==> config.mk <==
export PLATFORM = sky130hd
export DESIGN_NAME = serial_command_parser_unit_flat
export DESIGN_NICKNAME = d
export VERILOG_FILES = /design/src/rtl/scp_pkg.sv /design/src/rtl/scp_in_if.sv /design/src/rtl/scp_out_if.sv /design/src/rtl/serial_command_parser_unit.sv /design/src/rtl/scp_front.sv /design/src/rtl/scp_queue.sv /design/src/rtl/scp_back.sv /design/src/flat_wrapper.sv
export SDC_FILE = /design/constraint.sdc
export NUM_CORES = 1
export LEC_CHECK = 0
export BUFFER_PORTS_ARGS = -buffer_cell sky130_fd_sc_hd__buf_4
export CORE_AREA = 2 2 205 207
export DETAILED_ROUTE_END_ITERATION = 10
export DIE_AREA = 0 0 207 209
export GPL_TIMING_DRIVEN = 1
export PLACE_DENSITY = 0.47
export SYNTH_ARGS = -nofsm -noshare
export SYNTH_HDL_FRONTEND = slang
export SYNTH_SLANG_ARGS = --single-unit
==> constraint.sdc <==
create_clock -name clk -period 7.22 [get_ports clk]
set_input_delay 1.444 -clock clk [delete_from_list [all_inputs] [get_ports clk]]
set_output_delay 1.444 -clock clk [all_outputs]
set_load 0.01 [all_outputs]
==> src/rtl/scp_pkg.sv <==
// ----------------------------------------------------------------------------
// scp_pkg
// Shared constants, job descriptor type and response text helpers for the
// serial command parser.
// ----------------------------------------------------------------------------
package scp_pkg;

  localparam logic [7:0] CMD_TOGGLE = 8'h81;
  localparam logic [7:0] CMD_GET    = 8'h82;
  localparam logic [7:0] CMD_SET    = 8'h83;
  localparam logic [7:0] CMD_CLEAR  = 8'h84;

  localparam logic [7:0] CHAR_T = "t";
  localparam logic [7:0] CHAR_Y = "y";
  localparam logic [7:0] CHAR_CR = 8'h0D;
  localparam logic [7:0] CHAR_LF = 8'h0A;

  localparam logic [15:0] VALUE_RESET = 16'h3FFF;

  // job queue between parser and response sequencer (power of two)
  localparam int QUEUE_DEPTH = 4;
  localparam int QUEUE_AW    = $clog2(QUEUE_DEPTH);

  localparam logic [4:0] STATUS_LAST = 5'd0;
  localparam logic [4:0] GET_LAST    = 5'd1;
  localparam logic [4:0] TIME_LAST   = 5'd16;

  typedef enum logic [1:0] {
    JOB_STATUS,
    JOB_GET,
    JOB_TIME
  } job_kind_t;

  typedef struct packed {
    job_kind_t   kind;
    logic        led;
    logic        err;
    logic [31:0] data;
  } job_t;

  function automatic logic [7:0] hex_char(input logic [3:0] nib);
    logic [7:0] r;
    if (nib < 4'd10) begin
      r = 8'("0") + {4'd0, nib};
    end else begin
      r = 8'("a") + {4'd0, nib} - 8'd10;
    end
    return r;
  endfunction

  // byte idx of "time=0x" + eight hex digits + CR LF
  function automatic logic [7:0] time_char(input logic [31:0] cnt, input logic [4:0] idx);
    logic [7:0] r;
    unique case (idx)
      5'd0:    r = "t";
      5'd1:    r = "i";
      5'd2:    r = "m";
      5'd3:    r = "e";
      5'd4:    r = "=";
      5'd5:    r = "0";
      5'd6:    r = "x";
      5'd7:    r = hex_char(cnt[31:28]);
      5'd8:    r = hex_char(cnt[27:24]);
      5'd9:    r = hex_char(cnt[23:20]);
      5'd10:   r = hex_char(cnt[19:16]);
      5'd11:   r = hex_char(cnt[15:12]);
      5'd12:   r = hex_char(cnt[11:8]);
      5'd13:   r = hex_char(cnt[7:4]);
      5'd14:   r = hex_char(cnt[3:0]);
      5'd15:   r = CHAR_CR;
      5'd16:   r = CHAR_LF;
      default: r = 8'd0;
    endcase
    return r;
  endfunction

  function automatic logic [4:0] job_last_idx(input job_kind_t kind);
    logic [4:0] r;
    unique case (kind)
      JOB_GET:  r = GET_LAST;
      JOB_TIME: r = TIME_LAST;
      default:  r = STATUS_LAST;
    endcase
    return r;
  endfunction

endpackage

==> src/rtl/scp_in_if.sv <==
// ----------------------------------------------------------------------------
// scp_in_if
// Input channel: received serial byte or millisecond tick per beat.
// ----------------------------------------------------------------------------
interface scp_in_if;
  logic       valid;
  logic       ready;
  logic       mode;
  logic [7:0] rx_byte;

  modport source (output valid, output mode, output rx_byte, input ready);
  modport sink (input valid, input mode, input rx_byte, output ready);
endinterface

==> src/rtl/scp_out_if.sv <==
// ----------------------------------------------------------------------------
// scp_out_if
// Result channel: one response or status beat per handshake.
// ----------------------------------------------------------------------------
interface scp_out_if;
  logic       valid;
  logic       ready;
  logic       tx_valid;
  logic [7:0] tx_byte;
  logic       last;
  logic       led_on;
  logic       error_flag;

  modport source (output valid, output tx_valid, output tx_byte, output last,
                  output led_on, output error_flag, input ready);
  modport sink (input valid, input tx_valid, input tx_byte, input last,
                input led_on, input error_flag, output ready);
endinterface

==> src/rtl/serial_command_parser_unit.sv <==
// ----------------------------------------------------------------------------
// serial_command_parser_unit
// Byte command parser with value, LED and error flags, millisecond counter
// and text time report.
// ----------------------------------------------------------------------------
// The parser takes one input beat per cycle whenever its four-entry job queue
// has room, so a result waiting at the output holds up bytes and ticks only
// once the queue and the sequencer are both occupied. A full queue refuses
// input even in a cycle where the sequencer pops from it. Every input beat
// yields one job. The response sequencer turns a job into its result beats at
// one beat per cycle while the output is ready: one status beat for most
// items, two for a get-value command and seventeen for a time report. With
// the sequencer idle, the first result beat waits for the job to be written
// into the queue and then loaded into the sequencer's job register. The
// sustained rate is one input per cycle while the output keeps up; over a
// long run the single output port limits it by the average beats per input.
module serial_command_parser_unit (
  input  logic       clk,
  input  logic       rst_n,
  scp_in_if.sink     in_ch,
  scp_out_if.source  out_ch
);

  logic          q_full;
  logic          q_push;
  scp_pkg::job_t q_push_job;
  logic          q_empty;
  logic          q_pop;
  scp_pkg::job_t q_pop_job;

  scp_front u_front (
    .clk    (clk),
    .rst_n  (rst_n),
    .in_ch  (in_ch),
    .q_full (q_full),
    .q_push (q_push),
    .q_job  (q_push_job)
  );

  scp_queue u_queue (
    .clk      (clk),
    .rst_n    (rst_n),
    .push     (q_push),
    .push_job (q_push_job),
    .full     (q_full),
    .pop      (q_pop),
    .pop_job  (q_pop_job),
    .empty    (q_empty)
  );

  scp_back u_back (
    .clk     (clk),
    .rst_n   (rst_n),
    .q_empty (q_empty),
    .q_job   (q_pop_job),
    .q_pop   (q_pop),
    .out_ch  (out_ch)
  );

endmodule

==> src/rtl/scp_front.sv <==
// ----------------------------------------------------------------------------
// scp_front
// Parser: takes one beat per cycle while the queue is not full, updates command
// state, counter and flags, and hands a job descriptor to the queue.
// ----------------------------------------------------------------------------
module scp_front (
  input  logic           clk,
  input  logic           rst_n,
  scp_in_if.sink         in_ch,
  input  logic           q_full,
  output logic           q_push,
  output scp_pkg::job_t  q_job
);

  logic [15:0] value_r, value_nxt;
  logic        led_r, led_nxt;
  logic        err_r, err_nxt;
  logic [7:0]  cmd_r, cmd_nxt;
  logic [1:0]  pend_r, pend_nxt;
  logic [1:0]  taken_r, taken_nxt;
  logic [31:0] ms_r, ms_nxt;
  logic [6:0]  store_r [2];

  logic              fire;
  logic              st_we;
  logic              st_sel;
  logic [6:0]        s0, s1;
  scp_pkg::job_kind_t kind;

  assign in_ch.ready = !q_full;
  assign fire        = in_ch.valid && !q_full;
  assign st_sel      = taken_r[0];

  // store contents as they stand after this beat's write
  assign s0 = (!st_sel) ? in_ch.rx_byte[6:0] : store_r[0];
  assign s1 = st_sel ? in_ch.rx_byte[6:0] : store_r[1];

  always_comb begin
    value_nxt = value_r;
    led_nxt   = led_r;
    err_nxt   = err_r;
    cmd_nxt   = cmd_r;
    pend_nxt  = pend_r;
    taken_nxt = taken_r;
    ms_nxt    = ms_r;
    st_we     = 1'b0;
    kind      = scp_pkg::JOB_STATUS;
    if (fire) begin
      if (in_ch.mode) begin
        ms_nxt = ms_r + 32'd1;
      end else if (in_ch.rx_byte[7]) begin
        // a command in mid-command drops the pending data
        if (pend_r != 2'd0) begin
          err_nxt = 1'b1;
        end
        cmd_nxt   = in_ch.rx_byte;
        taken_nxt = 2'd0;
        pend_nxt  = 2'd0;
        unique case (in_ch.rx_byte)
          scp_pkg::CMD_TOGGLE: led_nxt  = ~led_r;
          scp_pkg::CMD_GET:    kind     = scp_pkg::JOB_GET;
          scp_pkg::CMD_SET:    pend_nxt = 2'd2;
          scp_pkg::CMD_CLEAR:  err_nxt  = 1'b0;
          default:             err_nxt  = 1'b1;
        endcase
      end else if (pend_r != 2'd0) begin
        st_we     = 1'b1;
        pend_nxt  = pend_r - 2'd1;
        taken_nxt = taken_r + 2'd1;
        if (pend_r == 2'd1 && cmd_r == scp_pkg::CMD_SET) begin
          value_nxt = {2'b00, s1, s0};
        end
      end else if (in_ch.rx_byte == scp_pkg::CHAR_T) begin
        kind = scp_pkg::JOB_TIME;
      end else if (in_ch.rx_byte == scp_pkg::CHAR_Y) begin
        led_nxt = ~led_r;
      end
    end
  end

  assign q_push     = fire;
  assign q_job.kind = kind;
  assign q_job.led  = led_nxt;
  assign q_job.err  = err_nxt;
  assign q_job.data = (kind == scp_pkg::JOB_TIME) ? ms_r : {16'd0, value_r};

  always_ff @(posedge clk) begin
    if (!rst_n) begin
      value_r <= scp_pkg::VALUE_RESET;
      led_r   <= 1'b0;
      err_r   <= 1'b0;
      cmd_r   <= 8'd0;
      pend_r  <= 2'd0;
      taken_r <= 2'd0;
      ms_r    <= 32'd0;
    end else begin
      value_r <= value_nxt;
      led_r   <= led_nxt;
      err_r   <= err_nxt;
      cmd_r   <= cmd_nxt;
      pend_r  <= pend_nxt;
      taken_r <= taken_nxt;
      ms_r    <= ms_nxt;
    end
  end

  always_ff @(posedge clk) begin
    if (st_we) begin
      store_r[st_sel] <= in_ch.rx_byte[6:0];
    end
  end

  a_pend_only_set: assert property (@(posedge clk) disable iff (!rst_n)
    pend_r != 2'd0 |-> cmd_r == scp_pkg::CMD_SET)
    else $error("data pending outside a set command");

  a_pend_range: assert property (@(posedge clk) disable iff (!rst_n)
    pend_r != 2'd3)
    else $error("pending data count out of range");

  a_taken_pend: assert property (@(posedge clk) disable iff (!rst_n)
    pend_r == 2'd1 |-> taken_r == 2'd1)
    else $error("data byte count out of step");

endmodule

==> src/rtl/scp_queue.sv <==
// ----------------------------------------------------------------------------
// scp_queue
// Small job queue between parser and response sequencer.
// ----------------------------------------------------------------------------
module scp_queue (
  input  logic           clk,
  input  logic           rst_n,
  input  logic           push,
  input  scp_pkg::job_t  push_job,
  output logic           full,
  input  logic           pop,
  output scp_pkg::job_t  pop_job,
  output logic           empty
);

  localparam logic [scp_pkg::QUEUE_AW:0] DEPTH_C =
    (scp_pkg::QUEUE_AW + 1)'(scp_pkg::QUEUE_DEPTH);

  scp_pkg::job_t                mem_r [scp_pkg::QUEUE_DEPTH];
  logic [scp_pkg::QUEUE_AW-1:0] wr_ptr_r;
  logic [scp_pkg::QUEUE_AW-1:0] rd_ptr_r;
  logic [scp_pkg::QUEUE_AW:0]   count_r;
  logic                         do_push;
  logic                         do_pop;

  assign full    = count_r == DEPTH_C;
  assign empty   = count_r == '0;
  assign do_push = push && !full;
  assign do_pop  = pop && !empty;
  assign pop_job = mem_r[rd_ptr_r];

  always_ff @(posedge clk) begin
    if (do_push) begin
      mem_r[wr_ptr_r] <= push_job;
    end
  end

  always_ff @(posedge clk) begin
    if (!rst_n) begin
      wr_ptr_r <= '0;
      rd_ptr_r <= '0;
      count_r  <= '0;
    end else begin
      if (do_push) begin
        wr_ptr_r <= wr_ptr_r + 1'b1;
      end
      if (do_pop) begin
        rd_ptr_r <= rd_ptr_r + 1'b1;
      end
      unique case ({do_push, do_pop})
        2'b10:   count_r <= count_r + 1'b1;
        2'b01:   count_r <= count_r - 1'b1;
        default: count_r <= count_r;
      endcase
    end
  end

  a_count_bound: assert property (@(posedge clk) disable iff (!rst_n)
    count_r <= DEPTH_C)
    else $error("queue count above depth");

  a_no_overflow: assert property (@(posedge clk) disable iff (!rst_n)
    full |-> !push)
    else $error("push into a full queue");

  a_no_underflow: assert property (@(posedge clk) disable iff (!rst_n)
    empty |-> !pop)
    else $error("pop from an empty queue");

endmodule

==> src/rtl/scp_back.sv <==
// ----------------------------------------------------------------------------
// scp_back
// Response sequencer: expands one job into its status, value or time beats.
// ----------------------------------------------------------------------------
module scp_back (
  input  logic           clk,
  input  logic           rst_n,
  input  logic           q_empty,
  input  scp_pkg::job_t  q_job,
  output logic           q_pop,
  scp_out_if.source      out_ch
);

  logic          job_valid_r, job_valid_nxt;
  scp_pkg::job_t job_r, job_nxt;
  logic [4:0]    idx_r, idx_nxt;
  logic          fire;
  logic          is_last;

  assign is_last = idx_r == scp_pkg::job_last_idx(job_r.kind);
  assign fire    = job_valid_r && out_ch.ready;
  assign q_pop   = !q_empty && (!job_valid_r || (fire && is_last));

  always_comb begin
    job_valid_nxt = job_valid_r;
    job_nxt       = job_r;
    idx_nxt       = idx_r;
    if (fire) begin
      idx_nxt = is_last ? 5'd0 : idx_r + 5'd1;
      if (is_last) begin
        job_valid_nxt = 1'b0;
      end
    end
    if (q_pop) begin
      job_valid_nxt = 1'b1;
      job_nxt       = q_job;
      idx_nxt       = 5'd0;
    end
  end

  always_ff @(posedge clk) begin
    if (!rst_n) begin
      job_valid_r <= 1'b0;
      idx_r       <= 5'd0;
    end else begin
      job_valid_r <= job_valid_nxt;
      idx_r       <= idx_nxt;
    end
  end

  always_ff @(posedge clk) begin
    job_r <= job_nxt;
  end

  always_comb begin
    unique case (job_r.kind)
      scp_pkg::JOB_GET: begin
        out_ch.tx_valid = 1'b1;
        out_ch.tx_byte  = idx_r[0] ? job_r.data[15:8] : job_r.data[7:0];
      end
      scp_pkg::JOB_TIME: begin
        out_ch.tx_valid = 1'b1;
        out_ch.tx_byte  = scp_pkg::time_char(job_r.data, idx_r);
      end
      default: begin
        out_ch.tx_valid = 1'b0;
        out_ch.tx_byte  = 8'd0;
      end
    endcase
  end

  assign out_ch.valid      = job_valid_r;
  assign out_ch.last       = is_last;
  assign out_ch.led_on     = job_r.led;
  assign out_ch.error_flag = job_r.err;

  a_idx_bound: assert property (@(posedge clk) disable iff (!rst_n)
    job_valid_r |-> idx_r <= scp_pkg::job_last_idx(job_r.kind))
    else $error("beat index past end of job");

  a_idx_restart: assert property (@(posedge clk) disable iff (!rst_n)
    fire && is_last |=> idx_r == 5'd0)
    else $error("beat index not restarted after last beat");

  a_pop_load: assert property (@(posedge clk) disable iff (!rst_n)
    q_pop |=> job_valid_r && idx_r == 5'd0)
    else $error("popped job not loaded");

endmodule
==> src/flat_wrapper.sv <==
// flat-port wrapper written by rule: the top's interface ports become plain ports
module serial_command_parser_unit_flat 
  (clk, rst_n, in_ch_valid, in_ch_mode, in_ch_rx_byte, in_ch_ready, out_ch_valid, out_ch_tx_valid, out_ch_tx_byte, out_ch_last, out_ch_led_on, out_ch_error_flag, out_ch_ready);
  scp_in_if in_ch_i ();
  scp_out_if out_ch_i ();
  input  logic clk;
  input  logic rst_n;
  input wire logic [$bits(in_ch_i.valid)-1:0] in_ch_valid;
  input wire logic [$bits(in_ch_i.mode)-1:0] in_ch_mode;
  input wire logic [$bits(in_ch_i.rx_byte)-1:0] in_ch_rx_byte;
  output wire logic [$bits(in_ch_i.ready)-1:0] in_ch_ready;
  output wire logic [$bits(out_ch_i.valid)-1:0] out_ch_valid;
  output wire logic [$bits(out_ch_i.tx_valid)-1:0] out_ch_tx_valid;
  output wire logic [$bits(out_ch_i.tx_byte)-1:0] out_ch_tx_byte;
  output wire logic [$bits(out_ch_i.last)-1:0] out_ch_last;
  output wire logic [$bits(out_ch_i.led_on)-1:0] out_ch_led_on;
  output wire logic [$bits(out_ch_i.error_flag)-1:0] out_ch_error_flag;
  input wire logic [$bits(out_ch_i.ready)-1:0] out_ch_ready;
  assign in_ch_i.valid = in_ch_valid;
  assign in_ch_i.mode = in_ch_mode;
  assign in_ch_i.rx_byte = in_ch_rx_byte;
  assign in_ch_ready = in_ch_i.ready;
  assign out_ch_valid = out_ch_i.valid;
  assign out_ch_tx_valid = out_ch_i.tx_valid;
  assign out_ch_tx_byte = out_ch_i.tx_byte;
  assign out_ch_last = out_ch_i.last;
  assign out_ch_led_on = out_ch_i.led_on;
  assign out_ch_error_flag = out_ch_i.error_flag;
  assign out_ch_i.ready = out_ch_ready;
  serial_command_parser_unit u_core (.clk(clk), .rst_n(rst_n), .in_ch(in_ch_i), .out_ch(out_ch_i));
endmodule
**After elaboration in Yosys (flattened, before gate mapping)**

Memory sizes are Yosys's and may differ from the RTL's. A register that Yosys moved wholly into a read port is not among the register bits.
Cells that the tools add are included.

- Word-level logic and storage cells: 166
- Register bits: 59
- Input port bits: 13
- Memories: 2
- Bits in writable memories: 158
- Output and inout port bits: 14

- Bitwise logic cells: 4
- Order comparisons: 8
- $add $sub $neg: 32
- Mux-type cells: 50
- Equal/unequal tests: 31
- Reductions and logical operators: 28

Memories:

| memory | depth | width | rd ports | clocked after Yosys merged registers in | wr ports | RTL line | source |
|---|---|---|---|---|---|---|---|
| u_core.u_queue.mem_r | 4 | 36 | 1 | 1 | 1 | scp_queue.sv:19 | `scp_pkg::job_t mem_r [scp_pkg::QUEUE_DEPTH];` |
| u_core.u_front.store_r | 2 | 7 | 2 | 2 | 1 | scp_front.sv:22 | `logic [6:0] store_r [2];` |

Operators with widths:

| operator | count |
|---|---|
| 8-bit one-hot mux with 17 select lines | 1 |
| 8-bit 2-to-1 mux | 9 |
| 7-bit by 4-bit adder with 8-bit output, first input constant | 8 |
| 8-bit by 4-bit subtractor with 8-bit output, second input constant | 8 |
| 6-bit by 4-bit adder with 7-bit output, first input constant | 8 |
| 5-bit by 4-bit equality test with 1-bit output, second input constant | 8 |
| 8-bit equality test, second input constant | 5 |
| 32-bit by 1-bit adder with 32-bit output, second input constant | 1 |
| 4-bit < comparator, second input constant | 8 |
| 32-bit 2-to-1 mux | 1 |
| 1-bit 2-to-1 mux | 24 |
| 5-bit by 3-bit equality test with 1-bit output, second input constant | 4 |
| 2-bit 2-to-1 mux | 10 |
| 8-bit by 7-bit equality test with 1-bit output, second input constant | 2 |
| 8-bit one-hot mux with 2 select lines | 1 |
| 5-bit by 2-bit equality test with 1-bit output, second input constant | 2 |
| 5-bit one-hot mux with 2 select lines | 1 |
| 2-bit nonzero test | 5 |
| 1-bit logical AND | 7 |
| 2-bit by 1-bit adder with 2-bit output, second input constant | 3 |
| 2-bit by 1-bit equality test with 1-bit output, second input constant | 3 |
| 2-bit equality test, second input constant | 3 |
| 3-bit one-hot mux with 2 select lines | 1 |
| 3-bit AND reduction | 2 |
| 19 further kinds | 28 |

**Depth between registers and ports, before layout**

- Word-level depth: 9
- Mapped depth: 11
- Gate-level depth less buffers: 11

**Modules after synthesis**

A second synthesis with hierarchy kept.

- Cells, all modules: 915
- Area, all modules: 11959.0 sq um

By module, submodules not included:

| module | cells each | area each (sq um) | instances | seq. area each (sq um) |
|---|---|---|---|---|
| scp_queue | 242 | 5720.5 | 1 | 4504.3 |
| scp_front | 367 | 3373.2 | 1 | 1461.4 |
| scp_back | 306 | 2865.2 | 1 | 1201.2 |

**Worst setup path after synthesis**

Ideal clock, no wire load.

- Kind: in2reg
- Start point: input port out_ch_ready
- End point: register u_core.u_queue.count_r[2] (netlist bit)
- Path buffers: 0
- Setup time: 76 ps
- Arrival time: 4222 ps
- Setup slack: 2922 ps
- Stages: 9
- Required time: 7144 ps
- Cells stage by stage: inv_1 -> o41ai_2 -> and2_1 -> ha_1 -> inv_1 -> fa_1 -> xor2_1 -> or3_1 -> a21boi_0

- Longest elaborated chain between the ends: 7
- Elaborated cells on any way between the ends: 9
- Those cells by class: 2 x eq/ne; 1 x mux; 6 x reduce/logical

RTL lines:

| what | RTL line | source |
|---|---|---|
| from (decl) | flat_wrapper.sv:18 | `input wire logic [$bits(out_ch_i.ready)-1:0] out_ch_ready;` |
| 1-bit logical AND (*) | scp_back.sv:21 | `assign fire = job_valid_r && out_ch.ready;` |
| 1-bit logical AND (*) | scp_back.sv:22 | `assign q_pop = !q_empty && (!job_valid_r \|\| (fire && is_last));` |
| 1-bit logical OR (*) | scp_back.sv:22 |  |
| 1-bit logical AND (*) | scp_back.sv:22 |  |
| named net u_core.q_pop | serial_command_parser_unit.sv:28 | `logic q_pop;` |
| 1-bit logical AND (*) | scp_queue.sv:29 | `assign do_pop = pop && !empty;` |
| 2-bit by 1-bit equality test with 1-bit output / 2-bit equality test (equally long branches) | scp_queue.sv:50 | `unique case ({do_push, do_pop})` |
| 3-bit one-hot mux with 2 select lines / 2-bit nonzero test (equally long branches) | -- |  |
| to (signal assigned) | scp_queue.sv:51 | `2'b10: count_r <= count_r + 1'b1;` |
| to (signal assigned) | scp_queue.sv:52 | `2'b01: count_r <= count_r - 1'b1;` |
| to (signal assigned) | scp_queue.sv:53 | `default: count_r <= count_r;` |
| to (decl) | scp_queue.sv:22 | `logic [scp_pkg::QUEUE_AW:0] count_r;` |

The timed path passes the listed nets; every way through them passes the cells marked *.
A chain may end at the register's enable or synchronous reset.

**Final worst setup path**

- Start point: register u_core.u_back.idx_r[0]
- End point: output port out_ch_tx_byte[0]

- Longest elaborated chain between the ends: 3
- Elaborated cells on any way between the ends: 20
- Those cells by class: 16 x eq/ne; 3 x mux; 1 x reduce/logical

RTL lines:

| what | RTL line | source |
|---|---|---|
| from (decl) | scp_back.sv:16 | `logic [4:0] idx_r, idx_nxt;` |
| from (signal assigned) | scp_back.sv:47 | `idx_r <= idx_nxt;` |
| 5-bit equality test, or another cell as far along | scp_pkg.sv:54 | `unique case (idx)` |
| 8-bit one-hot mux with 17 select lines | scp_pkg.sv:54 |  |
| 8-bit one-hot mux with 2 select lines (*) | scp_back.sv:56 | `unique case (job_r.kind)` |
| to (decl) | flat_wrapper.sv:14 | `output wire logic [$bits(out_ch_i.tx_byte)-1:0] out_ch_tx_byte;` |

Mark *: on every way between the ends. The rest lies on a longest branch, timed or not.

==> results.toml <==
[yosys]
yosysSeqAreaShare = 0.584
synth_top_cell_area_share = 0.443
synth.cell_area_um2 = 12200
synth.distinct_cells = 77
netlist_instances = 907
syn_area_per_cell_um2 = 13.4
syn_nets = 944
synth-edff-count = 180
ys_warn_count = 0
ys_ff_latch = 266
synth_flop_cell = "edfxtp_1"
yosys-top-cells-area = "edfxtp_1 44%, dfxtp_1 14%, mux4_2 6.6%"
synth_top_cell_by_area = "edfxtp_1"
ys_async_sr_fraction = 0

[timing]
clock_skew_ns = 0.0265
hold_slack_ns = 0.468
clock.fmax_ghz = 0.207
tns_ns = 0
min_period_ns = 4.83
slew_viol_final = 0
setup-violations-final = 0
worst_pin_slew_ns = 1.06
hold_viol_final = 0
period_share = 0.669
relSlewSlack = 0.290
setup_slack_ns = 2.39
rsz0062_at_grt = "no"

[drt]
ant_nets = 0
drt_wl_total_mm = 27.2
first_iter_violations = 356
vias = 7181
vias_per_cell = 4.82
first_pass_iters = 5
drc = 0
wl_per_cell_um = 18.2

[clock_network]
cts.clk_slew.worst_paths_ns = 0.06
clkLatencyLatePin_ns = 0.57
clockBufferDepth = 3
root_buffer = "clkbuf_16"
ctsResizeCount = 0
hold_buffers = 0
h-tree-depth = 1
cts_tree = "yes"
cts_setup_buffers = 0
cts_buffers = 29
clock_sinks = 266

[worst_setup_path]
cp.arrival_ns = 3.39
slowest_stage = "dfxtp_1"
cp_max_fo = 16
crit_start = "u_core.u_back.idx_r[0]"
required_ns = 5.78
r2r-start = "u_core.u_back.job_r[34]"
r2r_slack_ns = 3.51
worst_path_largest_cell_delay_ns = 0.75
crit_chain = "inv_1 -> ha_1 -> mux2_2 -> a21oi_1 -> nand3_1 -> a2111oi_0 -> a221oi_1 -> buf_4"
startpoint_type = "flop"
setup.worst_path.class = "reg -> out"
endpoint_kind = "output pin"

[min_path]
worstHoldStart = "u_core.u_front.cmd_r[7]"
hold_path.class = "reg -> reg"

[placement]
io_buffer_count = 26
dpl_cell_area_um2 = 12900
hpwl_mm = 17.6
post-place-ws_ns = 2.83
gp_congestion = 0.857

[global_route]
grt_pass1_vias = 7371
grt_max_degree = 74
grt_pass1_wl_mm = 42.9
antenna_found_initial = 0
grtUsageTotal = 0.126
overflow = 0

[floorplanning]
ios = 27
die_y_um = 209
floorplan.rows = 75
die_x_um = 207
die-area_um2 = 43300
core-area_um2 = 41300
start_util = 0.295

[cells_and_area]
nets = 964
final_cell_mix = "180 x edfxtp_1, 84 x dfxtp_1, 47 x nand2_1"
final_common_cell = "edfxtp_1"
final_area_um2 = 13900
drive_above_1_share = 0.195
area_delta_synth_final_pct = 14.0
diodes = 0

[pwr]
p_leak_nw = 4.68
power_density_nw_per_um2 = 317
ir_drop_mv = 0.195

[run]
maxCapViolCount = 0

[run_status]
status = "finished, final reports clean"
==> synth_stat cells, types with 3 or more instances <==
library cell	count
nor3b_1	6
and4b_1	11
a32oi_1	3
o21ai_0	38
and4bb_2	3
nand4_1	7
or3_1	8
o2111ai_1	3
mux2_2	45
a211oi_1	4
edfxtp_1	180
xnor2_1	17
dfxtp_1	86
mux2i_1	32
o211ai_1	4
a21boi_0	13
nand3b_1	4
buf_2	13
nand2_1	47
nor3_1	19
buf_6	4
and2_1	47
and3_1	9
a21oi_1	15
ha_1	23
nor2b_1	21
a31oi_1	3
nand3_1	25
a21o_1	4
mux4_2	36
nor2_1	19
nor4_1	9
o22ai_1	5
and4_1	5
inv_1	42
nand2b_1	5
clkbuf_1	22
xor2_1	24
==> layout make-up <==
cell class,instances,area [µm²]
Clock buffer,37,796
Clock inverter,17,208
Fill cell,4115,27400
Sequential cell,266,7130
Multi-Input combinational cell,556,4700
Inverter,42,158
Tap cell,539,674
Timing Repair Buffer,32,240
==> sequential cells by signal (all words and copies together), names as in the netlist <==
name and flops:
u_core.u_front.pend_r 2, u_core.u_back.out_ch.valid 1, u_core.u_queue.rd_ptr_r 2, u_core.u_front.store_r 14, u_core.u_front.led_r 1, u_core.u_front.ms_r 32
u_core.u_queue.mem_r 144, u_core.u_queue.wr_ptr_r 2, u_core.u_back.out_ch.error_flag 1, u_core.u_back.job_r 34, u_core.u_front.taken_r 1, u_core.u_front.value_r 14
u_core.u_front.cmd_r 8, u_core.u_back.idx_r 5, u_core.u_back.out_ch.led_on 1, u_core.u_front.err_r 1, u_core.u_queue.count_r 3
==> power by group <==
group / leakage (nW) / switching [mW] / internal [mW]
clock network: 0.486 / 0.617 / 0.925
logic: 1.97 / 0.495 / 0.385
registers: 2.23 / 0.139 / 1.85
==> routing by layer <==
| layer | up-vias | global-route usage | share of wire |
|---|---|---|---|
| li1 | 3457 | - | - |
| met1 | 3573 | 0.176 | 0.49 |
| met2 | 108 | 0.201 | 0.45 |
| met3 | 43 | 0.0230 | 0.038 |
| met4 | 0 | 0.0335 | 0.023 |
| met5 | - | 0 | 0 |
==> worst paths after layout <==
check | endpoint | cells after the start
setup / recovery | out_ch_tx_byte[0] | 8
setup reg to reg | u_core.u_queue.count_r[2] | 10
hold / removal | u_core.u_front.cmd_r[7] | 1
hold reg to reg | u_core.u_front.cmd_r[7] | 1
==> stage by stage <==
| step | cells | power (mW) | utilization |
|---|---|---|---|
| 2_1_floorplan | 907 | 2.60 | - |
| 3_3_place_gp | 1435 | 2.92 | 0.313 |
| 3_5_place_dp | 1435 | 2.93 | 0.313 |
| 4_1_cts | 1489 | 4.49 | 0.337 |
| 5_1_grt | 1489 | 4.65 | 0.337 |
| 6_report | 1489 | 4.42 | 0.337 |
==> logic make-up after synthesis <==
logic type	synth area share
AND/OR/NAND/NOR	0.136
flip-flops	0.584
multiplexers	0.134
AO/OA/AOI/OAI	0.0602
buffers and inverters	0.0307
XOR/XNOR	0.0294
adder cells (fa/ha/maj)	0.0252
==> critical path, delay by kind of cell (launching register included) <==
family,cells,cell delay [ns]
AOI/OAI and AO/OA,3,0.99
adders and majority gates,1,0.36
buffers and inverters,2,0.34
DFF,1,0.75
muxes,1,0.30
and+or+nand+nor,1,0.09
Power figures use the tool's default switching activity.
